===== src/rtl/core/passsp_pkg.sv =====
// Shared types, widths and constants of the partitioned shortest-path engine.
package passsp_pkg;

  localparam int MAX_VERTICES_DEF = 1024;
  localparam int MAX_EDGES_DEF    = 8192;
  localparam int WEIGHT_BITS_DEF  = 16;

  localparam int CMD_W   = 2;
  localparam int SLOT_W  = 13;
  localparam int OFFS_W  = 14;
  localparam int TGT_W   = 10;
  localparam int WGT_W   = 16;
  localparam int DIST_W  = 31;
  localparam int WORK_W  = 63;
  localparam int VCNT_W  = 11;
  localparam int PS_W    = 7;
  localparam int SRC_W   = 10;
  localparam int PADDR_W = 4;
  localparam int PDATA_W = 32;

  localparam logic [DIST_W-1:0] INF_DIST = 31'h7FFF_FFFF;
  localparam logic [DIST_W-1:0] SAT_DIST = 31'h7FFF_FFFE;

  localparam logic [1:0] REG_VCOUNT = 2'd0;
  localparam logic [1:0] REG_PSIZE  = 2'd1;
  localparam logic [1:0] REG_SOURCE = 2'd2;

  typedef enum logic [CMD_W-1:0] {
    CMD_LOAD_ROW  = 2'd0,
    CMD_LOAD_EDGE = 2'd1,
    CMD_RUN       = 2'd2,
    CMD_READ      = 2'd3
  } cmd_e;

  typedef enum logic {
    ALU_RELAX = 1'b0,
    ALU_CMP   = 1'b1
  } alu_op_e;

  // Effective configuration after degenerate values are folded
  typedef struct packed {
    logic [VCNT_W-1:0] n;
    logic [PS_W-1:0]   ps;
    logic [SRC_W-1:0]  src;
  } cfg_t;

  typedef struct packed {
    logic [DIST_W-1:0] val;
    logic              lt;
  } alu_res_t;

endpackage


===== src/rtl/core/passsp_cfg.sv =====
// Configuration registers behind the APB-style port.
module passsp_cfg
  import passsp_pkg::*;
#(
  parameter int MAX_VERTICES = MAX_VERTICES_DEF
) (
  input  logic               clk_i,
  input  logic               rst_ni,
  input  logic               psel,
  input  logic               penable,
  input  logic               pwrite,
  input  logic [PADDR_W-1:0] paddr,
  input  logic [PDATA_W-1:0] pwdata,
  output logic [PDATA_W-1:0] prdata,
  output logic               pready,
  output cfg_t               cfg_o
);

  logic [VCNT_W-1:0] vcount_q;
  logic [PS_W-1:0]   psize_q;
  logic [SRC_W-1:0]  src_q;
  logic [1:0]        idx;
  logic              wr;

  assign idx    = paddr[PADDR_W-1:2];
  assign wr     = psel && penable && pwrite;
  assign pready = 1'b1;

  always_ff @(posedge clk_i or negedge rst_ni) begin
    if (!rst_ni) begin
      vcount_q <= VCNT_W'(1024);
      psize_q  <= PS_W'(16);
      src_q    <= '0;
    end else if (wr) begin
      case (idx)
        REG_VCOUNT: vcount_q <= pwdata[VCNT_W-1:0];
        REG_PSIZE:  psize_q  <= pwdata[PS_W-1:0];
        REG_SOURCE: src_q    <= pwdata[SRC_W-1:0];
        default: ;
      endcase
    end
  end

  always_comb begin
    case (idx)
      REG_VCOUNT: prdata = PDATA_W'(vcount_q);
      REG_PSIZE:  prdata = PDATA_W'(psize_q);
      REG_SOURCE: prdata = PDATA_W'(src_q);
      default:    prdata = '0;
    endcase
  end

  // Fold zero and oversize values
  always_comb begin
    if (vcount_q == '0) begin
      cfg_o.n = VCNT_W'(1);
    end else if (32'(vcount_q) > MAX_VERTICES) begin
      cfg_o.n = VCNT_W'(MAX_VERTICES);
    end else begin
      cfg_o.n = vcount_q;
    end
    cfg_o.ps  = (psize_q == '0) ? PS_W'(1) : psize_q;
    cfg_o.src = src_q;
  end

endmodule


===== config.mk =====
export PLATFORM = sky130hd
export DESIGN_NAME = passsp_cfg
export DESIGN_NICKNAME = d
export VERILOG_FILES = /design/src/rtl/core/passsp_pkg.sv /design/src/rtl/core/passsp_cfg.sv
export SDC_FILE = /design/constraint.sdc
export NUM_CORES = 1
export LEC_CHECK = 0
export BUFFER_PORTS_ARGS = -buffer_cell sky130_fd_sc_hd__buf_2
export CAP_MARGIN = 30
export CORE_UTILIZATION = 46
export CTS_BUF_LIST = sky130_fd_sc_hd__clkbuf_4 sky130_fd_sc_hd__clkbuf_8
export DETAILED_ROUTE_END_ITERATION = 7
export PLACE_DENSITY = 0.93
export REMOVE_ABC_BUFFERS = 1
export SYNTH_ARGS = -nofsm -noshare
export SYNTH_HDL_FRONTEND = slang
export SYNTH_SLANG_ARGS = --single-unit

===== constraint.sdc =====
create_clock -name clk_i -period 2.96 [get_ports clk_i]
set_clock_uncertainty 0.15 [all_clocks]
set_input_delay 0.592 -clock clk_i [delete_from_list [all_inputs] [get_ports clk_i]]
set_output_delay 0.592 -clock clk_i [all_outputs]
set_load 0.03 [all_outputs]

==> impl_summary.log <==
INFO  metric antenna_cells_inserted = 0
INFO  metric power.ir.vdd_worst = 0.000288 V
INFO  metric synth_warnings = 0
INFO  metric post_route_cells_drive_above_1_share = 49.5%
INFO  metric critical_path_required = 2.22 ns
INFO  metric cts_buffers = 3
INFO  metric report.final.hold_viol_count = 0
INFO  metric highest_achievable_clock_rate = 406 MHz
INFO  metric path_delay_family = simple AND/OR/NAND/NOR gates
INFO  metric initial_util = 48.0%
INFO  metric final_max_slew_viol_count = 0
INFO  metric crit_path_end_kind = output pin
INFO  metric m1WireLength = 1.42 mm
INFO  metric layout_commonest_cell = sky130_fd_sc_hd__buf_2
INFO  metric final_setup_viols = 0
INFO  metric grt_first_pass_wirelength = 4.62 mm
INFO  metric layout.cells.most_common_list = sky130_fd_sc_hd__buf_2 (56), sky130_fd_sc_hd__dfrtp_1 (26), sky130_fd_sc_hd__conb_1 (22)
INFO  metric gp_routability_congestion = 0.716
INFO  metric dp_hpwl = 2.32 mm
INFO  metric multi_input_area = 752 um2
INFO  metric setup.worst_path.class = in -> out
INFO  metric post_synth_mux_area_share = 28.0%
INFO  metric post_cts_resized = 0
INFO  metric globalRoute.totalOverflow = 0
INFO  metric number_of_global_route_vias_before_repair = 973
INFO  metric cts_hold_buf = 0
INFO  metric drt_wl_total = 3.08 mm
INFO  metric grt_setup_unrepaired = false
INFO  metric die_width = 61.3 um
INFO  metric synth_compound_area_share = 3.02%
INFO  metric power.total = 0.00136 W
INFO  metric r2r_cells = 1
INFO  metric antenna_violating_nets_post_route = 0
INFO  metric top_layer_used = met4
INFO  metric arrival_worst_endpoint = 1.72 ns
INFO  metric reg2reg_to = vcount_q[10]
INFO  metric boundaryPins = 102
INFO  metric design.core.area = 3360 um2
INFO  metric cp-startpoint = paddr[2]
INFO  metric timing_worst_slew_pin_value = 0.618 ns
INFO  metric reported_leakage_power = 0.990 nW
INFO  metric cts-root-buf = sky130_fd_sc_hd__clkbuf_4
INFO  metric seq_total_area_yosys = 43.5%
INFO  metric path_common_cell = sky130_fd_sc_hd__buf_2
INFO  metric hold_slack = 0.102 ns
INFO  metric port-buffer-count = 56
INFO  metric library_cells_used_by_synthesis = 23
INFO  metric post_synth_instance_area = 1620 um2
INFO  metric final.setup.tns = 0 ns
INFO  metric critical_path.slowest_cell = sky130_fd_sc_hd__nor2b_1
INFO  metric hold_path.class = in -> async
INFO  metric drt_pre_antenna_iters = 4
INFO  metric crit_chain = buf_2 > nor2b_1 > nand2_1 > o21ai_0 > buf_2
INFO  metric net_count_final = 232
INFO  metric yosys-top-cells-area = sky130_fd_sc_hd__dfrtp_1 (40%), sky130_fd_sc_hd__mux2_2 (13%), sky130_fd_sc_hd__buf_4 (10%), sky130_fd_sc_hd__mux2_4 (9.3%), sky130_fd_sc_hd__mux2i_1 (6.2%)
INFO  metric met3_length = 179 um
INFO  metric synth.top_cell.area_share = 40.3%
INFO  metric post_synth_fa_ha_maj_area_fraction = 0%
INFO  metric detail_route.iter0.violations = 15
INFO  metric critical_path.max_fanout = 15
INFO  metric viasPerCell = 4.70
INFO  metric post_synth_xor_area_fraction = 0%
INFO  metric dominant_combinational_cell_family_by_area_after_synthesis = multiplexers
INFO  metric worst_setup_hold_path_clk_slew = 0.15 ns
INFO  metric yosys_register_bits = 28
INFO  metric htreeDepth = 1
INFO  metric fin_crit_sh = 83.1%
INFO  metric cap_viol_max_count = 0
INFO  metric rows = 21
INFO  metric cts_buffer_depth = 2
INFO  metric drc_violation_count_after_routing = 0
INFO  metric outcome = finished, final reports clean
INFO  metric rrSetupSlack = 1.89 ns
INFO  metric post-cts-setup-buffer-count = 0
INFO  metric worst_r2r_startpoint = vcount_q[10]
INFO  metric critical_path.max_stage_delay = 0.47 ns
INFO  metric start_kind = input pin
INFO  metric synthToLayoutAreaGrowth = 14.4%
INFO  metric postSynthCellCount = 143
INFO  metric synth_simple_gate_area_share = 10.4%
INFO  metric grt_max_degree = 29
INFO  metric gr-usage-all-layers = 17.1%
INFO  metric area.sequential = 703 um2
INFO  metric power_density = 735 nW/um2
INFO  metric tritoncts = done
INFO  metric synth.largest_area_cell = sky130_fd_sc_hd__dfrtp_1
INFO  metric clk-insertion-delay-late = 0.32 ns
INFO  metric fillerInstances = 301
INFO  metric fin_crit = 2.46 ns
INFO  metric numClockSinks = 28
INFO  metric synth.avg_cell_area = 11.3 um2
INFO  metric wl_per_cell = 13.0 um
INFO  metric die_h = 61.3 um
INFO  metric met2_wirelength = 1.44 mm
INFO  metric path_buf_inv = 2
INFO  metric detailroute.via_count = 1109
INFO  metric max-slew-margin-rel = 58.8%
INFO  metric grt_antenna_before_repair = 0
INFO  metric design.die.area = 3750 um2
==> kinds of logic (layout without fill, tap and decap cells) <==
logic type,count (synthesis),after routing
multiplexers,38,38
AO/OA/AOI/OAI,9,9
buffers and inverters,36,63
other,2,22
flip-flops,28,28
AND/OR/NAND/NOR,30,30
==> per-stage QoR <==
| stage | setup WS [ns] | instance area [um2] | util (%) | instances |
|---|---|---|---|---|
| after floorplan | 0.728 | 1460 | - | 128 |
| after global placement | 0.487 | 1810 | 53.9 | 232 |
| after detailed placement | 0.493 | 1810 | 53.9 | 232 |
| after CTS | 0.483 | 1850 | 54.9 | 236 |
| after global routing | 0.343 | 1850 | 54.9 | 236 |
| final | 0.500 | 1850 | 54.9 | 236 |
==> Yosys cell counts (all sizes together) <==
| master | instances |
|---|---|
| a21o | 1 |
| a31oi | 1 |
| buf | 27 |
| clkbuf | 8 |
| conb | 2 |
| dfrtp | 26 |
| dfstp | 2 |
| inv | 1 |
| mux2 | 28 |
| mux2i | 10 |
| nand2 | 7 |
| nand3 | 1 |
| nor2 | 6 |
| nor2b | 9 |
| nor3b | 3 |
| nor4 | 3 |
| o21ai | 7 |
| or3 | 1 |
==> sequential cells by signal, summed over array words and instances, names as in the netlist <==
register  cells
psize_q       7
src_q        10
vcount_q     11
==> power by group <==
| group | switching [W] | leakage [nW] | internal [W] |
|---|---|---|---|
| logic | 0.000391 | 0.629 | 0.000215 |
| registers | 0.0000884 | 0.340 | 0.000476 |
| clock network | 0.000112 | 0.0210 | 0.0000752 |
| total | 0.000591 | 0.990 | 0.000767 |
==> layer usage <==
metal	track usage, %	vias up
met2	27.2	46
met1	23.5	523
met3	2.73	4
li1	-	536
met4	6.82	0
met5	0	-
==> cell type report <==
type / count / share of cell area, %
clock buffers: 4 / 1.96
multi-input cells: 99 / 40.7
inverters: 1 / 0.203
well taps: 46 / 3.11
repair buffers: 58 / 16.0
flip-flops and latches: 28 / 38.1
==> how the worst max path moves through the flow <==
stage / end / slack, ns / cells past startpoint
global route: prdata[1] / 0.34 / 5
finish: prdata[3] / 0.50 / 5
global placement: prdata[4] / 0.49 / 5
CTS: prdata[1] / 0.48 / 5
detailed placement: prdata[1] / 0.49 / 5
floorplan: src_q[0] / 0.73 / 3
(Power assumes the default switching activity.)
