==> src/rtl/core/passsp_pkg.sv <==
// Shared types, widths and constants of the partitioned shortest-path engine.
package passsp_pkg;

  localparam int MAX_VERTICES_DEF = 1024;
  localparam int MAX_EDGES_DEF    = 8192;
  localparam int WEIGHT_BITS_DEF  = 16;

  localparam int CMD_W   = 2;
  localparam int SLOT_W  = 13;
  localparam int OFFS_W  = 14;
  localparam int TGT_W   = 10;
  localparam int WGT_W   = 16;
  localparam int DIST_W  = 31;
  localparam int WORK_W  = 63;
  localparam int VCNT_W  = 11;
  localparam int PS_W    = 7;
  localparam int SRC_W   = 10;
  localparam int PADDR_W = 4;
  localparam int PDATA_W = 32;

  localparam logic [DIST_W-1:0] INF_DIST = 31'h7FFF_FFFF;
  localparam logic [DIST_W-1:0] SAT_DIST = 31'h7FFF_FFFE;

  localparam logic [1:0] REG_VCOUNT = 2'd0;
  localparam logic [1:0] REG_PSIZE  = 2'd1;
  localparam logic [1:0] REG_SOURCE = 2'd2;

  typedef enum logic [CMD_W-1:0] {
    CMD_LOAD_ROW  = 2'd0,
    CMD_LOAD_EDGE = 2'd1,
    CMD_RUN       = 2'd2,
    CMD_READ      = 2'd3
  } cmd_e;

  typedef enum logic {
    ALU_RELAX = 1'b0,
    ALU_CMP   = 1'b1
  } alu_op_e;

  // Effective configuration after degenerate values are folded
  typedef struct packed {
    logic [VCNT_W-1:0] n;
    logic [PS_W-1:0]   ps;
    logic [SRC_W-1:0]  src;
  } cfg_t;

  typedef struct packed {
    logic [DIST_W-1:0] val;
    logic              lt;
  } alu_res_t;

endpackage

==> src/rtl/core/passsp_alu.sv <==
// Shared saturating add, compare and minimum unit for distance updates.
module passsp_alu
  import passsp_pkg::*;
(
  input  alu_op_e           op_i,
  input  logic [DIST_W-1:0] a_i,
  input  logic [DIST_W-1:0] b_i,
  input  logic [DIST_W-1:0] c_i,
  output alu_res_t          res_o
);

  logic [DIST_W:0]   sum;
  logic [DIST_W-1:0] sat;
  logic [DIST_W-1:0] x;

  always_comb begin
    sum = {1'b0, a_i} + {1'b0, b_i};
    // clamp just below infinity
    sat = (sum > {1'b0, SAT_DIST}) ? SAT_DIST : sum[DIST_W-1:0];
    x   = (op_i == ALU_RELAX) ? sat : a_i;
    res_o.lt  = x < c_i;
    res_o.val = res_o.lt ? x : c_i;
  end

endmodule

==> config.mk <==
export PLATFORM = sky130hd
export DESIGN_NAME = passsp_alu
export DESIGN_NICKNAME = d
export VERILOG_FILES = /design/src/rtl/core/passsp_pkg.sv /design/src/rtl/core/passsp_alu.sv
export SDC_FILE = /design/constraint.sdc
export NUM_CORES = 1
export LEC_CHECK = 0
export BUFFER_PORTS_ARGS = -buffer_cell sky130_fd_sc_hd__clkbuf_2
export CAP_MARGIN = 5
export CORE_AREA = 2 2 101 103
export DETAILED_ROUTE_END_ITERATION = 12
export DIE_AREA = 0 0 103 105
export PLACE_DENSITY = 0.67
export SETUP_SLACK_MARGIN = 0.15
export SYNTH_ARGS = -nofsm -noshare
export SYNTH_HDL_FRONTEND = slang
export SYNTH_SLANG_ARGS = --single-unit
==> constraint.sdc <==
create_clock -name vclk -period 8.5
set_input_delay 1.7 -clock vclk [all_inputs]
set_output_delay 1.7 -clock vclk [all_outputs]
set_load 0.01 [all_outputs]
==> results of run 1 <==
==> power groups by stage <==
stage | combinational (mW) | sequential, mW | clock, mW
after CTS | 0.594 | 0 | 0
after global routing | 0.712 | 0 | 0
final | 0.662 | 0 | 0
after detailed placement | 0.574 | 0 | 0
after global placement | 0.561 | 0 | 0
after floorplan | 0.347 | 0 | 0
==> kinds of logic (layout without fill, tap and decap cells) <==
kind of cell,count (synthesis),count (layout),synth area share
buffers and inverters,78,353,0.108
adders and majority gates,62,62,0.205
and+or+nand+nor,115,115,0.171
AOI/OAI and AO/OA,177,177,0.337
muxes,31,31,0.119
xor gates and xnor gates,26,26,0.0597
==> how the worst max path moves through the flow <==
stage	slack (ns)	end	startpoint
after CTS	-0.43	res_o[26]	a_i[0]
after detailed placement	-0.62	res_o[26]	a_i[0]
after global routing	-0.84	res_o[27]	a_i[0]
final	-0.64	res_o[26]	a_i[0]
after floorplan	-0.13	res_o[23]	a_i[0]
after global placement	-0.51	res_o[27]	a_i[0]
==> final cells by class <==
| type | count | share of cell area |
|---|---|---|
| inverter | 58 | 0.0355 |
| multi-input combinational | 411 | 0.595 |
| tap | 133 | 0.0271 |
| timing repair buffer | 295 | 0.342 |
==> placed cells by master, fill, tap and decap left out, types with 17 or more instances in the layout <==
| cell | n |
|---|---|
| a21oi_1 | 48 |
| mux2_4 | 30 |
| nand2_1 | 23 |
| buf_6 | 23 |
| ha_1 | 56 |
| inv_1 | 58 |
| o21ai_0 | 17 |
| a21o_1 | 20 |
| clkbuf_2 | 104 |
| nor2_1 | 22 |
| buf_4 | 162 |
==> Yosys cell counts (all sizes together), types with 3 or more instances <==
cell type  number  area share
buf            11       0.036
xor2           12       0.028
a32oi           6       0.016
nand4          14       0.027
a41oi           3      0.0069
nor3            9       0.014
o21a            8       0.016
o21ai          25       0.035
a31oi           8       0.021
nand3          10       0.013
inv            58       0.057
o211ai          6       0.012
nand2          24       0.026
clkbuf          9       0.014
xnor2          14       0.032
and3            6       0.010
a2111oi         4      0.0092
a2bb2oi        16       0.037
ha             61        0.20
a211oi          7       0.016
a21o           22       0.046
nor2b          12       0.020
mux2           30        0.12
a21oi          49       0.064
nor2           23       0.023
==> routing by layer <==
metal / vias up / share of wire / track usage
met5: - / 0 / 0
met4: 0 / 0.040 / 0.0611
met3: 42 / 0.045 / 0.0100
met2: 188 / 0.49 / 0.448
met1: 2223 / 0.43 / 0.314
li1: 2397 / - / -
==> timing repair <==
item / CTS / global route
gates cloned: 0 / 1
pin swaps: 5 / 17
endpoints found under the setup margin: 32 / 32
setup buffers: 9 / 8
resized for setup: 12 / 63
==> results.toml, run 1 <==
[outcome]
status = "finished with violations"
violations = "setup timing"

[sta]
hold_ws_ns = 3.71
min_period_over_period = 1.08
worst_pin_slew_ns = 0.535
fmax_mhz = 109
setup_tns_ns = -18.92
setup_ws_ns = -0.642
fin_crit_ns = 9.14
hold_violations = 0
slew_headroom = 0.639
rsz0062_at_grt = "true"
report.final.setup_viol = 32
slew_viol_final = 0

[setup_path]
slowest_delay_ns = 0.42
critPathMaxFanout = 7
critPathRequiredTime_ns = 6.80
cp-end-kind = "output pin"
start_kind = "primary input"
path_class = "in2out"
worstPathArrival_ns = 7.44
cp.depth = 29
critPathBufInv = 5
critPathTopFamily = "compound AO/OA/AOI/OAI gates"
worst_path_max_delay_cell = "or3_4"

[pwr]
pwr-share-seq = 0
powerDensity_nw_per_um2 = 108
swShare = 0.447
leakage_nw = 3.27
p_sw_uw = 296
combPwrFrac = 1.000
pwr-share-clk = 0
internal_power_uw = 366
ir_drop_mv = 0.0460
power_uw = 662

[hold_path]
hold_class = "in2out"
holdPathEnd = "res_o[3]"
min_path_cells = 3
min-delay-start = "c_i[2]"

[floorplan]
row_count = 36
core_area_sq_um = 9640
dieArea_sq_um = 10800
die_h_microns = 105
fp.dieW_microns = 103
start_util = 0.396
ios = 126

[placement]
dp_cells = 879
place_area_sq_um = 5670
gp_congestion = 0.973
place_ws_ns = -0.620
portBuffers = 126
hpwl_mm = 11.8

[detailed_routing]
wire_per_inst_microns = 15.7
firstDrtPassIters = 5
vias = 4850
wl_mm = 14.1
via_per_inst = 5.41
ant_nets = 0
drc_errors = 0
drt_iter0_markers = 251

[global_route]
grt_pass1_wl_mm = 22.2
grt_remaining_overflow = 0
first_global_vias = 4896
grt_max_degree = 33
grt_usage = 0.247
antenna_found_initial = 0

[finish]
final-seq-area_sq_um = 0
final_cells = 897
seq_cells = 0
fin_nets = 922
drive_above_1_share = 0.490
syn2layout_area_growth_pct = 60.9
clock_buffers = 0
n_antenna_cell = 0
fin_area_sq_um = 6140
n_fill_cell = 821
multi_input_area_sq_um = 3650
final_core_util = 0.637

[yosys]
synth_cell_types = 73
ys_warn_count = 0
synth.cell_area_sq_um = 3820
synth_nets = 645
synth_seq_area_share = 0
avgSynthCellArea_sq_um = 7.80
postSynthCellCount = 489

[flow_run]
maxCapViolations = 0

[cts]
hold_buffers = 0
Note: power is estimated with default switching activity, not from simulation.
==> run 2: changes to the inputs <==
Settings changed: ABC_AREA set to 1, CORE_AREA 2 2 101 103 to 2 2 106 108, DIE_AREA 0 0 103 105 to 0 0 108 110, PLACE_DENSITY 0.67 to 0.66.
==> run 2 against run 1 <==
Net effect: the run now ends clean; flip-flop and latch count unchanged; via count increased by 10%; cell count grew 25%; area after synthesis is 9.9% higher; sequential share of layout area did not move; wire length shrank 4.7%; synthesized cell count is 77% higher; highest routed layer unchanged.
==> results.toml, run 2 <==
[global_route]
grt_max_degree = 56
grt_usage = 0.223
first_global_vias = 4687
grt_pass1_wl_mm = 21.7
antenna_found_initial = 0
grt_remaining_overflow = 0

[finish]
final_cell_mix = "332 x nand2_1, 181 x inv_1, 126 x clkbuf_2"
n_antenna_cell = 0
mostFrequentLayoutCell = "nand2_1"
drive_above_1_share = 0.145
final_cells = 1118
final-seq-area_sq_um = 0
final_core_util = 0.461
syn2layout_area_growth_pct = 17.6
clock_buffers = 0
n_fill_cell = 1262
fin_nets = 1136
seq_cells = 0

[setup_path]
critPathRequiredTime_ns = 6.80
worstPathArrival_ns = 6.03
cp-end-kind = "output pin"
start_kind = "primary input"
critPathMostFrequentCell = "nand2_1"
slowest_delay_ns = 0.48
worst_path_max_delay_cell = "fa_1"
path_class = "in2out"
critPathMaxFanout = 31

[floorplan]
core_area_sq_um = 10700
ios = 126
dieArea_sq_um = 11900
start_util = 0.392
fp.dieW_microns = 108
row_count = 38
die_h_microns = 110

[detailed_routing]
firstDrtPassIters = 5
wire_per_inst_microns = 12.0
drt_iter0_markers = 329
drc_errors = 0
wl_mm = 13.4
vias = 5336
via_per_inst = 4.77
ant_nets = 0

[yosys]
ys_warn_count = 0
avgSynthCellArea_sq_um = 4.85
postSynthCellCount = 865
yosysMostFrequentCell = "nand2_1"
ys_top_cells_by_count = "332 x nand2_1, 181 x inv_1, 97 x nand3_1, 64 x nor2_1, 61 x ha_1"
synth_seq_area_share = 0
yosys.area.top_type_share = 0.297
synth_area_leaders = "nand2_1 30%, ha_1 18%, inv_1 16%"
synth.cell_area_sq_um = 4200
synth_nets = 1021
synth_area_leader_cell = "nand2_1"
synth_cell_types = 32

[placement]
gp_congestion = 0.939
portBuffers = 126
dp_cells = 1118
hpwl_mm = 12.1

[pwr]
swShare = 0.625
leakage_nw = 3.27
ir_drop_mv = 0.0337
internal_power_uw = 157
p_sw_uw = 261
powerDensity_nw_per_um2 = 84.6
combPwrFrac = 1.000
pwr-share-clk = 0
pwr-share-seq = 0

[flow_run]
maxCapViolations = 0

[sta]
rsz0062_at_grt = "false"
slew_viol_final = 0
hold_violations = 0
slew_headroom = 0.529
fin_crit_ns = 7.73
min_period_over_period = 0.910
setup_tns_ns = 0
report.final.setup_viol = 0
worst_pin_slew_ns = 0.705
fmax_mhz = 129

[cts]
post_cts_resized = 0
cts_setup_buffers = 0
hold_buffers = 0

[hold_path]
hold_class = "in2out"

[outcome]
status = "finished clean"
run 2: cell types whose count changed in the layout (fill, tap and decap cells not counted), sizes merged, moves of 30 or more:
cell / delta
mux2: -30
buf: -186
inv: +126
nand3: +87
nor2: +44
nand2: +312
run 2: metal layers:
metal	track usage	part of all wire
met1	0.315	0.49
met2	0.400	0.45
met5	0	0
met4	0.0165	0.0068
met3	0.00118	0.053
run 2: kinds of logic (layout without fill, tap and decap cells):
kind of cell / count (synthesis) / in the layout / share of synthesized area
AO/OA/AOI/OAI: 74 / 74 / 0.0987
XOR/XNOR: 7 / 7 / 0.0146
adder cells (fa/ha/maj): 62 / 62 / 0.187
buffers and inverters: 203 / 316 / 0.190
AND/OR/NAND/NOR: 519 / 519 / 0.510
run 2: through the flow:
| step | hold WS, ns | worst slack (ns) | instance area [sq um] | power, mW |
|---|---|---|---|---|
| after floorplan | 3.52 | 1.46 | 4200 | 0.290 |
| after global placement | 3.69 | 0.776 | 4930 | 0.415 |
| after detailed placement | 3.70 | 0.781 | 4930 | 0.416 |
| after CTS | 3.70 | 0.772 | 4930 | 0.417 |
| after global routing | 3.71 | 0.270 | 4930 | 0.476 |
| final | 3.70 | 0.769 | 4930 | 0.417 |
run 2: worst max-delay path: cells and delay by family:
kind | cells | cell delay (ns)
and+or+nand+nor | 20 | 1.63
buffers and inverters | 5 | 1.04
adders and majority gates | 3 | 1.04
AOI/OAI and AO/OA | 4 | 0.64
run 2: final timing paths:
check | start | end | slack [ns] | cells past startpoint
worst max-delay path | a_i[0] | res_o[10] | 0.77 | 32
worst min-delay path | c_i[5] | res_o[6] | 3.70 | 4
run 2: power by group through the flow:
stage | Clock, mW | Sequential, mW | Combinational (mW)
floorplan | 0 | 0 | 0.290
global placement | 0 | 0 | 0.415
detailed placement | 0 | 0 | 0.416
CTS | 0 | 0 | 0.417
global route | 0 | 0 | 0.476
finish | 0 | 0 | 0.417
run 2: area by class of cell:
class	instances	area, sq um	area share
inverter	186	698	0.141
timing repair buffer	130	661	0.134
tap	140	175	0.0355
multi-input combinational	662	3400	0.689
==> run 3: changes to the inputs <==
Settings changed: RECOVER_POWER set to 25, SETUP_SLACK_MARGIN 0.15 to 0.4.
==> run 3 against run 2 <==
Net effect: highest routed layer unchanged; largest power group unchanged; first-iteration DRC count stayed put; die area unchanged; sequential share of layout area is the same; cell count is 0.18% higher; largest cell class unchanged; design area rose by 0.30%; flip-flop and latch count did not move; non-clock buffer count unchanged; global-route usage unchanged.
==> results.toml, run 3 (synthesized netlist as in run 2, its figures left out) <==
[outcome]
status = "finished clean"

[pwr]
swShare = 0.628
pwr-share-clk = 0
ir_drop_mv = 0.0327
pwr-share-seq = 0
leakage_nw = 3.25
combPwrFrac = 1.000
p_sw_uw = 263
powerDensity_nw_per_um2 = 84.7
internal_power_uw = 156

[floorplan]
row_count = 38
ios = 126
start_util = 0.392
dieArea_sq_um = 11900
core_area_sq_um = 10700
die_h_microns = 110
fp.dieW_microns = 108

[detailed_routing]
via_per_inst = 4.75
wl_mm = 13.6
firstDrtPassIters = 5
drt_iter0_markers = 329
vias = 5317
wire_per_inst_microns = 12.2
ant_nets = 0
drc_errors = 0

[sta]
slew_viol_final = 0
fin_crit_ns = 7.74
min_period_over_period = 0.910
hold_violations = 0
rsz0062_at_grt = "false"
slew_headroom = 0.523
worst_pin_slew_ns = 0.714
report.final.setup_viol = 0
setup_tns_ns = 0
fmax_mhz = 129

[placement]
hpwl_mm = 12.1
portBuffers = 126
gp_congestion = 0.939

[finish]
n_antenna_cell = 0
syn2layout_area_growth_pct = 18.0
fin_nets = 1138
clock_buffers = 0
final_core_util = 0.463
final-seq-area_sq_um = 0
final_cell_mix = "331 x nand2_1, 180 x inv_1, 122 x clkbuf_2"
mostFrequentLayoutCell = "nand2_1"
seq_cells = 0
drive_above_1_share = 0.145

[setup_path]
critPathMaxFanout = 32
start_kind = "primary input"
cp-end-kind = "output pin"
worstPathArrival_ns = 6.04
path_class = "in2out"
critPathRequiredTime_ns = 6.80

[global_route]
grt_pass1_wl_mm = 21.7
grt_usage = 0.223
antenna_found_initial = 0
first_global_vias = 4687
grt_remaining_overflow = 0
grt_max_degree = 56

[flow_run]
maxCapViolations = 0

[hold_path]
hold_class = "in2out"
-- run 3: cell count changes in the layout (fill, tap and decap cells not counted) --
cell        delta
buf_4          -1
clkinvlp_4     +3
clkbuf_1       +4
nand2_2        +2
buf_6          +1
inv_1          -1
nand2_4        -1
nand2_1        -1
clkbuf_2       -4
-- run 3: worst paths after layout --
check / from / to / slack (ns) / cells past startpoint
worst min-delay path: c_i[5] / res_o[6] / 3.70 / 4
worst max-delay path: a_i[0] / res_o[5] / 0.76 / 28
-- run 3: critical path, stage by stage --
cell and delay (ns):
clkbuf_2 0.10, ha_1 0.27, fa_1 0.48, nand3_1 0.12, nand2_1 0.09, nand2_1 0.10
nand2_2 0.09, nand2_1 0.07, nand2_1 0.08, nor2_1 0.11, nand3_1 0.07, nor2_1 0.12
nand2_1 0.08, nor2_1 0.10, nand3_1 0.11, nand2_2 0.18, clkinvlp_4 0.23, nand3_1 0.14
o21ai_0 0.10, inv_1 0.13, ha_1 0.16, nand4_1 0.12, nor4_1 0.40, nand2_2 0.12
nand2_2 0.43, nand2_1 0.12, nand2_1 0.08, clkbuf_1 0.15
-- run 3: power by group through the flow --
stage	logic (mW)	clock network [mW]	registers, mW
final	0.419	0	0
after global routing	0.477	0	0
after global placement	0.415	0	0
after floorplan	0.290	0	0
after CTS	0.417	0	0
after detailed placement	0.416	0	0
-- run 3: per-stage QoR --
step / instances / worst slack [ns] / power (mW) / area (sq um) / hold slack, ns
after floorplan: 865 / 1.46 / 0.290 / 4200 / 3.52
after global placement: 1118 / 0.776 / 0.415 / 4930 / 3.69
after detailed placement: 1118 / 0.781 / 0.416 / 4930 / 3.70
after CTS: 1118 / 0.772 / 0.417 / 4930 / 3.70
after global routing: 1120 / 0.224 / 0.477 / 4950 / 3.72
final: 1120 / 0.763 / 0.419 / 4950 / 3.70
-- run 3: repair_timing --
item / 4_1_cts / 5_1_grt
setup buffers: 0 / 0
endpoints found under the setup margin: 0 / 31
gates resized for setup: 0 / 5
hold buffers: 0 / 0
-- run 3: routing by layer --
| metal | vias up | part of all wire | track usage |
|---|---|---|---|
| met5 | - | 0 | 0 |
| met4 | 0 | 0.0087 | 0.0165 |
| met3 | 10 | 0.052 | 0.00118 |
| met2 | 143 | 0.45 | 0.400 |
| met1 | 2238 | 0.48 | 0.315 |
| li1 | 2926 | - | - |
-- run 3: cell type report --
type	instances	area, sq um
Timing Repair Buffer	130	659
Tap cell	140	175
Multi-Input combinational cell	662	3400
Timing Repair inverter	2	15.0
Fill cell	1258	5750
Inverter	186	702
