$ cat config.mk
export PLATFORM = sky130hd
export DESIGN_NAME = passsp_ram
export DESIGN_NICKNAME = d
export VERILOG_FILES = /design/src/rtl/core/passsp_ram.sv
export SDC_FILE = /design/constraint.sdc
export NUM_CORES = 1
export LEC_CHECK = 0
export BUFFER_PORTS_ARGS = -buffer_cell sky130_fd_sc_hd__buf_4
export CAP_MARGIN = 20
export CORE_ASPECT_RATIO = 0.7
export CORE_MARGIN = 3
export CORE_UTILIZATION = 39
export CTS_CLUSTER_DIAMETER = 120
export CTS_CLUSTER_SIZE = 14
export DETAILED_ROUTE_END_ITERATION = 7
export HOLD_SLACK_MARGIN = 0.1
export PLACE_DENSITY = 0.59
export SLEW_MARGIN = 20
export SYNTH_ARGS = -nofsm -noshare
export SYNTH_HDL_FRONTEND = slang
export SYNTH_SLANG_ARGS = --single-unit
$ cat constraint.sdc
create_clock -name clk_i -period 2.06 [get_ports clk_i]
set_input_delay 0.206 -clock clk_i [delete_from_list [all_inputs] [get_ports clk_i]]
set_output_delay 0.206 -clock clk_i [all_outputs]
set_load 0.02 [all_outputs]
$ cat src/rtl/core/passsp_ram.sv
// Generic single-write, single-read RAM with registered read data.
module passsp_ram #(
  parameter int WIDTH = 8,
  parameter int DEPTH = 16
) (
  input  logic                         clk_i,
  input  logic                         we_i,
  input  logic [$clog2(DEPTH)-1:0]     waddr_i,
  input  logic [WIDTH-1:0]             wdata_i,
  input  logic [$clog2(DEPTH)-1:0]     raddr_i,
  output logic [WIDTH-1:0]             rdata_o
);

  logic [WIDTH-1:0] mem_q [DEPTH];

  always_ff @(posedge clk_i) begin
    if (we_i) begin
      mem_q[waddr_i] <= wdata_i;
    end
    rdata_o <= mem_q[raddr_i];
  end

endmodule

==> run metrics, run 1 <==
outcome finished, final reports clean; Worst Hold Class input pin to register; worst rel slew slack 69.5%; row count 34; Reg2Reg Setup Slack 0.66 ns; sum of buffers and inverters on the critical path 0; DR DRC count 0; Final Cycle Share 68.0%; Mapped Cells 229; setup TNS 0 ns; dpl ws 0.293 ns; crit path to rdata_o[7]; Levels on crit path 3; critical register-to-register path startpoint mem_q[3][7]; Setup CP Type register to register; detail-routed net length per standard cell 23.0 µm; library cells used by synthesis 19; die footprint 14,600 µm²; final-report setup violation count 0; Pleak 2.12 nW; GP Congestion 0.713; IO buf count 25; Peak Freq 714 MHz; crit-path max FO 1; Worst Setup Start Kind register; sequential-to-total area share from yosys stat 77.8%; PostCTS Resize Cnt 0; final core occ 49.1%; nets 302; Boundary Pins 26; Routed WL 10,600 µm; CP startpoint mem_q[3][7]; Clk pin slew, worst setup/hold paths 0.06 ns; Final Hold Fails 0; commonest non-fill, non-tap cell in the layout edfxtp_1; Setup WS post-layout 0.660 ns; RSZ-0062 raised after global routing false; largest net degree at the start of global routing 33; Overflow after GRT 0; H-tree Lvls 4; DP HPWL 6710 µm; core footprint 12,700 µm²; Via density 5.35; syn_nets 247; vias 2,452; share of layout cells above drive strength 1 30.4%; All-Layer GR Usage 15.9%; Finished Layout Cells 458; worst r2r dst rdata_o[7]; vias in the first global route 2,568; Max VDD drop 0.806 mV; CP max stage delay 0.49 ns; Root Driver clkbuf_16; initial antenna violation count 0; Starting Density 40.6%; Filler cells 1,027; Post-CTS Setup Bufs 0; WP data arrival 1.69 ns; Die W 143 µm; most frequent cells in the layout edfxtp_1, buf_4, mux4_2; DRT Pass-1 Iters 5; CTS sink cnt 136; Critical Path RT 2.35 ns; n_diodes 0; TritonCTS buffer count 17; R2R cell count 3; Slew @ Worst Pin 0.458 ns; Bufs on Longest Clock Path 2; ANT nets after route 0; chip height 102 µm; Seq cells post-synth 136; fin. max-slew vios 0; worst clock skew 0.00784 ns; min Tclk post-route 1.40 ns; first-pass GRT wire length 16,100 µm; CTS Hold Bufs 1; clk_lat worst skew 0.41 ns; Critical Path Sink Type register; Top delay family on crit path multiplexers; CTS tree done; area grow syn2layout 21.0%; 1st-iter DRT viols 274; mapped cell area 5150 µm²; Yosys Warn Count 0; Synth Area per Inst 22.5 µm²; Placed Instances 426; max cap viols 0; slowest cell on the critical path mux4_2; CP cell instances mux4_2 -> a22oi_1 -> nand2_1; P per Cell Area 1040 nW/µm²
metrics by stage:
stage	hold WS [ns]	cell area (µm²)	power, mW
2_1_floorplan	0.305	5150	3.34
3_3_place_gp	0.510	5630	3.50
3_5_place_dp	0.524	5630	3.51
4_1_cts	0.102	6230	6.56
5_1_grt	0.118	6230	6.70
6_report	0.103	6230	6.50
layout make-up:
cell class,instances,area [µm²],share of cell area [%]
Timing Repair Buffer,46,373,5.99
Multi-Input combinational cell,83,1060,17.0
Clock buffer,20,437,7.01
Tap cell,162,203,3.25
Clock inverter,11,155,2.49
Sequential cell,136,4000,64.3
Yosys cell counts:
| cell type | instances | area share (%) |
|---|---|---|
| nand3_1 | 1 | 0.097 |
| nand2_1 | 9 | 0.66 |
| mux4_1 | 14 | 7.1 |
| buf_6 | 3 | 0.66 |
| dfxtp_1 | 8 | 3.1 |
| buf_2 | 3 | 0.29 |
| buf_4 | 1 | 0.15 |
| and2b_1 | 1 | 0.15 |
| nor2b_1 | 1 | 0.12 |
| or3b_2 | 1 | 0.17 |
| nand3b_1 | 2 | 0.29 |
| a22oi_1 | 16 | 2.3 |
| clkdlybuf4s25_2 | 3 | 0.58 |
| nor2_1 | 13 | 0.95 |
| nor3_1 | 4 | 0.39 |
| edfxtp_1 | 128 | 75 |
| and2_1 | 1 | 0.12 |
| nand2b_1 | 2 | 0.24 |
| mux4_2 | 18 | 7.9 |
power by group:
group | total (mW) | internal [mW] | leakage, nW | switching, mW
Combinational | 0.333 | 0.147 | 0.610 | 0.186
Sequential | 3.11 | 3.09 | 1.22 | 0.0194
Clock | 3.05 | 2.00 | 0.288 | 1.06
cell families (layout without fill, tap and decap cells):
| logic type | count (synthesis) | in the layout | synth area share, % |
|---|---|---|---|
| muxes | 32 | 32 | 15.0 |
| DFF | 136 | 136 | 77.8 |
| buffers and inverters | 10 | 77 | 1.68 |
| AOI/OAI and AO/OA | 16 | 16 | 2.33 |
| and+or+nand+nor | 35 | 35 | 3.18 |
flip-flops by register name, indices dropped and copies added (netlist names):
| name | cells |
|---|---|
| mem_q | 128 |
| rdata_o | 8 |
worst min-delay path by stage:
| stage | startpoint | endpoint | slack, ns | cells past startpoint |
|---|---|---|---|---|
| after CTS | wdata_i[5] | mem_q[9][5] | 0.10 | 1 |
| after global placement | wdata_i[2] | mem_q[13][2] | 0.51 | 1 |
| after floorplan | wdata_i[0] | mem_q[0][0] | 0.30 | 0 |
| after global routing | wdata_i[5] | mem_q[9][5] | 0.12 | 1 |
| after detailed placement | wdata_i[2] | mem_q[14][2] | 0.52 | 1 |
| final | wdata_i[5] | mem_q[9][5] | 0.10 | 1 |
layer usage:
layer	wire, µm	global-route usage (%)	up-vias	part of all wire, %
li1	-	-	1086	-
met1	4950	23.2	1283	47
met2	4820	23.3	71	46
met3	687	3.98	12	6.5
met4	101	5.86	0	0.96
met5	0	0	-	0
Power figures use the tool's default switching activity.
==> run 2, diff against run 1 <==
==> constraint.sdc (replaced) <==
create_clock -name clk_i -period 1.5 [get_ports clk_i]
set_input_delay 0.15 -clock clk_i [delete_from_list [all_inputs] [get_ports clk_i]]
set_output_delay 0.15 -clock clk_i [all_outputs]
set_load 0.02 [all_outputs]
==> run 2 against run 1 <==
Combinational power is 47% higher. Utilization is 1.4 points higher. Maximum frequency is 2.5% higher. Total power is 43% higher. Register-to-register slack worse by 0.53 ns. First-iteration DRC count is 42% lower. Clock power is 48% higher. Cell area is 2.8% higher. Sequential share of layout area is 1.8 points lower. Sequential power is 38% higher. Routed wire length is 2.6% higher. Flip-flop and latch count stayed put. Largest cell class unchanged. Highest routed layer unchanged.
==> run metrics, run 2 (same netlist as run 1, synthesis figures left out) <==
outcome finished, final reports clean (unchanged); Peak Freq 732 MHz (was 714 MHz); final core occ 50.5% (was 49.1%); DR DRC count 0 (unchanged); Final Cycle Share 91.1% (was 68.0%); Critical Path RT 1.78 ns (was 2.35 ns); Overflow after GRT 0 (unchanged); P per Cell Area 1450 nW/µm² (was 1040 nW/µm²); Die W 143 µm (unchanged); chip height 102 µm (unchanged); first-pass GRT wire length 16,100 µm (about the same); multi-input logic area 1070 µm² (was 1060 µm²); Max VDD drop 1.04 mV (was 0.806 mV); worst clock skew 0.00561 ns (was 0.00784 ns); IO buf count 25 (unchanged); Finished Layout Cells 470 (was 458); Setup WS post-layout 0.133 ns (was 0.660 ns); Starting Density 40.6% (unchanged); max cap viols 0 (unchanged); detail-routed net length per standard cell 23.0 µm (about the same); dpl ws -0.106 ns (was 0.293 ns); Min Hold Slack 0.270 ns (was 0.103 ns); Root Driver clkbuf_16 (unchanged); number of flip-flops under the largest register name 128 (unchanged); commonest non-fill, non-tap cell in the layout edfxtp_1 (unchanged); final-report setup violation count 0 (unchanged); initial antenna violation count 0 (unchanged); largest registers mem_q (128), rdata_o (8) (unchanged); clk_lat worst skew 0.40 ns (was 0.41 ns); design area 6400 µm² (was 6230 µm²); Final Hold Fails 0 (unchanged); 1st-iter DRT viols 158 (was 274); core footprint 12,700 µm² (unchanged); fin. max-slew vios 0 (unchanged); Pleak 2.20 nW (was 2.12 nW); Placed Instances 431 (was 426); Via density 5.43 (was 5.35); DRT Pass-1 Iters 5 (unchanged); M1 wire length 5180 µm (was 4950 µm); vias in the first global route 2,553 (was 2,568); metal3 WL 645 µm (was 687 µm); setup TNS 0 ns (unchanged); Filler cells 1,041 (was 1,027); TritonCTS buffer count 17 (unchanged); DP HPWL 7120 µm (was 6710 µm); H-tree Lvls 4 (unchanged); RSZ-0062 raised after global routing false (unchanged); Setup CP Type register to register (unchanged); Worst Hold Class input pin to register (unchanged); Top reg by flops mem_q (unchanged); CTS sink cnt 136 (unchanged); largest net degree at the start of global routing 18 (was 33); crit-path max FO 1 (unchanged); ANT nets after route 0 (unchanged); Slew @ Worst Pin 0.826 ns (was 0.458 ns); worst rel slew slack 44.7% (was 69.5%); met2 WL 4920 µm (was 4820 µm); top sig layer met4 (unchanged); Post-CTS Setup Bufs 0 (unchanged); CTS tree done (unchanged); Bufs on Longest Clock Path 2 (unchanged); Routed WL 10,800 µm (was 10,600 µm); Critical Path Sink Type register (unchanged); die footprint 14,600 µm² (unchanged); vias 2,550 (was 2,452); most frequent cells in the layout edfxtp_1, buf_4, mux4_2 (unchanged); area grow syn2layout 24.4% (was 21.0%); register area 4000 µm² (unchanged); Boundary Pins 26 (unchanged); share of layout cells above drive strength 1 31.2% (was 30.4%); placed cell areas 5680 µm² (was 5630 µm²); GP Congestion 0.719 (was 0.713); row count 34 (unchanged); Clk pin slew, worst setup/hold paths 0.06 ns (about the same); nets 314 (was 302); overall power 9.29 mW (was 6.50 mW); min Tclk post-route 1.37 ns (was 1.40 ns); n_diodes 0 (unchanged); Worst Setup Start Kind register (unchanged); WP data arrival 1.65 ns (was 1.69 ns); All-Layer GR Usage 15.7% (was 15.9%)
run 2: changes by cell type in the layout (fill, tap and decap cells not counted), sizes merged:
cell and change:
clkinvlp -1, dlygate4sd3 +7, bufinv +2, buf +5, clkbuf -1
run 2: layout make-up:
class	count	share of cell area [%]
sequential	136	62.5
tap	162	3.16
clock buffer	19	6.76
multi-input combinational	83	16.7
timing repair buffer	58	7.70
clock inverter	12	3.20
run 2: worst paths after layout:
kind | from | slack (ns) | end | cells past startpoint
setup reg to reg | mem_q[5][1] | 0.13 | rdata_o[1] | 3
setup / recovery | mem_q[5][1] | 0.13 | rdata_o[1] | 3
hold reg to reg | mem_q[12][5] | 0.67 | rdata_o[5] | 3
hold / removal | waddr_i[1] | 0.27 | mem_q[7][1] | 3
run 2: per-layer routing:
layer | track usage (%) | vias to the layer above
met3 | 4.54 | 10
li1 | - | 1107
met5 | 0 | -
met1 | 23.7 | 1363
met4 | 4.99 | 0
met2 | 22.4 | 70
run 2: what timing repair did:
| item | CTS | global route |
|---|---|---|
| endpoints found under the setup margin | 0 | 1 |
| gates resized for setup | 0 | 1 |
| hold buffers | 8 | 0 |
| hold endpoints to repair | 128 | 0 |
run 2: report_power, final:
part           total [mW]  internal (mW)  switching (mW)  leakage, nW
clock network        4.52           3.08            1.44        0.311
registers            4.28           4.25          0.0284         1.22
logic               0.491          0.225           0.266        0.670
run 2: critical path, cell delays in order (launching register included):
cell	delay (ns)
edfxtp_1	0.39
mux4_1	0.52
a22oi_1	0.23
nand2_1	0.10
==> run 3, diff against run 2 <==
--- a/config.mk
+++ b/config.mk
@@ -7,14 +7,16 @@
 export LEC_CHECK = 0
 export BUFFER_PORTS_ARGS = -buffer_cell sky130_fd_sc_hd__buf_4
 export CAP_MARGIN = 20
+export CELL_PAD_IN_SITES_DETAIL_PLACEMENT = 1
+export CELL_PAD_IN_SITES_GLOBAL_PLACEMENT = 1
 export CORE_ASPECT_RATIO = 0.7
-export CORE_MARGIN = 3
+export CORE_MARGIN = 2
 export CORE_UTILIZATION = 39
 export CTS_CLUSTER_DIAMETER = 120
 export CTS_CLUSTER_SIZE = 14
 export DETAILED_ROUTE_END_ITERATION = 7
 export HOLD_SLACK_MARGIN = 0.1
-export PLACE_DENSITY = 0.59
+export PLACE_DENSITY = 0.64
 export SLEW_MARGIN = 20
 export SYNTH_ARGS = -nofsm -noshare
 export SYNTH_HDL_FRONTEND = slang
==> run 3 against run 2 <==
Hold slack better by 0.0088 ns. Cell count is 2.1% higher. Maximum frequency is 1.6% lower. Clock power is 15% lower. Clock skew is 0.0024 ns higher. Count of clock-buffer cells in the layout is 1 higher. First-iteration DRC count is 42% higher. Total power is 7.1% lower. Critical path type unchanged.
==> run metrics, run 3 (same netlist as run 1, synthesis figures left out) <==
outcome finished, final reports clean (unchanged); worst clock skew 0.00803 ns (was 0.00561 ns); TritonCTS buffer count 17 (unchanged); RSZ-0062 raised after global routing false (unchanged); Max VDD drop 0.794 mV (was 1.04 mV); number of flip-flops under the largest register name 128 (unchanged); ANT nets after route 0 (unchanged); n_diodes 0 (unchanged); most frequent cells in the layout edfxtp_1, buf_4, mux4_2 (unchanged); internal power 6.84 mW (was 7.55 mW); worst rel slew slack 51.5% (was 44.7%); WP data arrival 1.68 ns (was 1.65 ns); share of layout cells above drive strength 1 33.4% (was 31.2%); Worst Hold Class input pin to register (unchanged); Bufs on Longest Clock Path 2 (unchanged); final core occ 48.9% (was 50.5%); vias in the first global route 2,590 (was 2,553); Top reg by flops mem_q (unchanged); combinational fraction of design power 5.9% (was 5.3%); IO buf count 25 (unchanged); grt met3 use 5.53% (was 4.54%); Slew @ Worst Pin 0.726 ns (was 0.826 ns); Clk pin slew, worst setup/hold paths 0.06 ns (about the same); area grow syn2layout 23.6% (was 24.4%); detail-routed net length per standard cell 23.2 µm (was 23.0 µm); CP max stage delay 0.57 ns (was 0.52 ns); fin. max-slew vios 0 (unchanged); commonest non-fill, non-tap cell in the layout edfxtp_1 (unchanged); Top delay family on crit path multiplexers (unchanged); Via density 5.25 (was 5.43); GP Congestion 0.733 (was 0.719); CP cell instances mux4_1 -> a22oi_1 -> nand2_1 (unchanged); max cap viols 0 (unchanged); Critical Path Sink Type register (unchanged); crit-path max FO 1 (unchanged); die footprint 14,100 µm² (was 14,600 µm²); clock share of power 44.5% (was 48.6%); vias 2,519 (was 2,550); Die W 141 µm (was 143 µm); Critical Path RT 1.79 ns (was 1.78 ns); CTS sink cnt 136 (unchanged); sum of buffers and inverters on the critical path 0 (unchanged); gr busiest metal met2 (was met1); Peak Freq 720 MHz (was 732 MHz); core footprint 13,000 µm² (was 12,700 µm²); PostCTS Resize Cnt 0 (unchanged); CTS tree done (unchanged); Finished Layout Cells 480 (was 470); Hold Crit Start waddr_i[0] (was waddr_i[1]); DR DRC count 0 (unchanged); critical register-to-register path startpoint mem_q[5][2] (was mem_q[5][1]); Setup CP Type register to register (unchanged); global-route track usage on met2 25.4% (was 22.4%); first-pass GRT wire length 16,500 µm (was 16,100 µm); met1 Use GR 24.8% (was 23.7%); Root Driver clkbuf_16 (unchanged); largest registers mem_q (128), rdata_o (8) (unchanged); sequential share of power 49.5% (was 46.1%); Final Cycle Share 92.6% (was 91.1%); chip height 100 µm (was 102 µm); Boundary Pins 26 (unchanged); All-Layer GR Usage 17.1% (was 15.7%); final-report setup violation count 0 (unchanged); initial antenna violation count 0 (unchanged); sw power 1.79 mW (was 1.73 mW); DP HPWL 7240 µm (was 7120 µm); DRT Pass-1 Iters 4 (was 5); Final Hold Fails 0 (unchanged); P per Cell Area 1360 nW/µm² (was 1450 nW/µm²); Starting Density 39.6% (was 40.6%); H-tree Lvls 4 (unchanged); Switching Fraction 20.8% (was 18.7%); nets 319 (was 314); Post-CTS Setup Bufs 0 (unchanged); slowest cell on the critical path mux4_1 (unchanged); clk_lat worst skew 0.41 ns (was 0.40 ns); Placed Instances 440 (was 431); largest net degree at the start of global routing 18 (unchanged); CTS Hold Bufs 8 (unchanged); CP startpoint mem_q[5][2] (was mem_q[5][1]); 1st-iter DRT viols 224 (was 158); Pleak 2.17 nW (was 2.20 nW); min Tclk post-route 1.39 ns (was 1.37 ns); Routed WL 11,100 µm (was 10,800 µm); row count 35 (was 34); Worst Setup Start Kind register (unchanged); Overflow after GRT 0 (unchanged)
-- run 3: cell types whose count changed in the layout (fill, tap and decap cells not counted), sizes merged --
cell | previous run | this run
bufinv | 6 | 1
buf | 50 | 55
clkinv | 6 | 5
clkinvlp | 0 | 6
clkbuf | 19 | 20
-- run 3: layer usage --
layer / vias to the layer above / part of all wire (%)
met1: 1331 / 50
met2: 64 / 46
met4: 0 / 0.49
li1: 1117 / -
met5: - / 0
met3: 7 / 4.3
-- run 3: area by class of cell --
type | count | area (µm²)
fill | 1190 | 6640
timing repair buffer | 63 | 531
clock inverter | 12 | 103
sequential | 136 | 4000
tap | 166 | 208
clock buffer | 20 | 457
multi-input combinational | 83 | 1060
-- run 3: worst paths after layout --
kind                               endpoint  slack [ns]  cells after the start
worst max-delay path             rdata_o[2]        0.11                      3
worst min-delay path            mem_q[0][4]        0.28                      3
worst max register to register   rdata_o[2]        0.11                      3
worst min register to register   rdata_o[7]        0.67                      3
-- run 3: power by group through the flow --
stage | registers (mW) | logic [mW] | clock network (mW)
5_1_grt | 4.28 | 0.549 | 4.06
4_1_cts | 4.27 | 0.519 | 3.93
6_report | 4.27 | 0.512 | 3.84
2_1_floorplan | 4.38 | 0.216 | 0
3_5_place_dp | 4.35 | 0.501 | 0
3_3_place_gp | 4.35 | 0.489 | 0
-- run 3: worst min-delay path, stage by stage --
cell    delay, ns
buf_4        0.14
nor3_2       0.05
buf_4        0.17
-- run 3: stage by stage --
step                      cell area [µm²]  hold WS [ns]  TNS, ns  total power, mW  setup WS (ns)
final                                6360         0.279        0             8.63          0.111
after global routing                 6360         0.274        0             8.89         0.0465
after CTS                            6360         0.256        0             8.72          0.103
after detailed placement             5720         0.484   -0.112             4.85        -0.0424
after global placement               5720         0.464   -0.112             4.84        -0.0470
after floorplan                      5150         0.249        0             4.59         0.0839
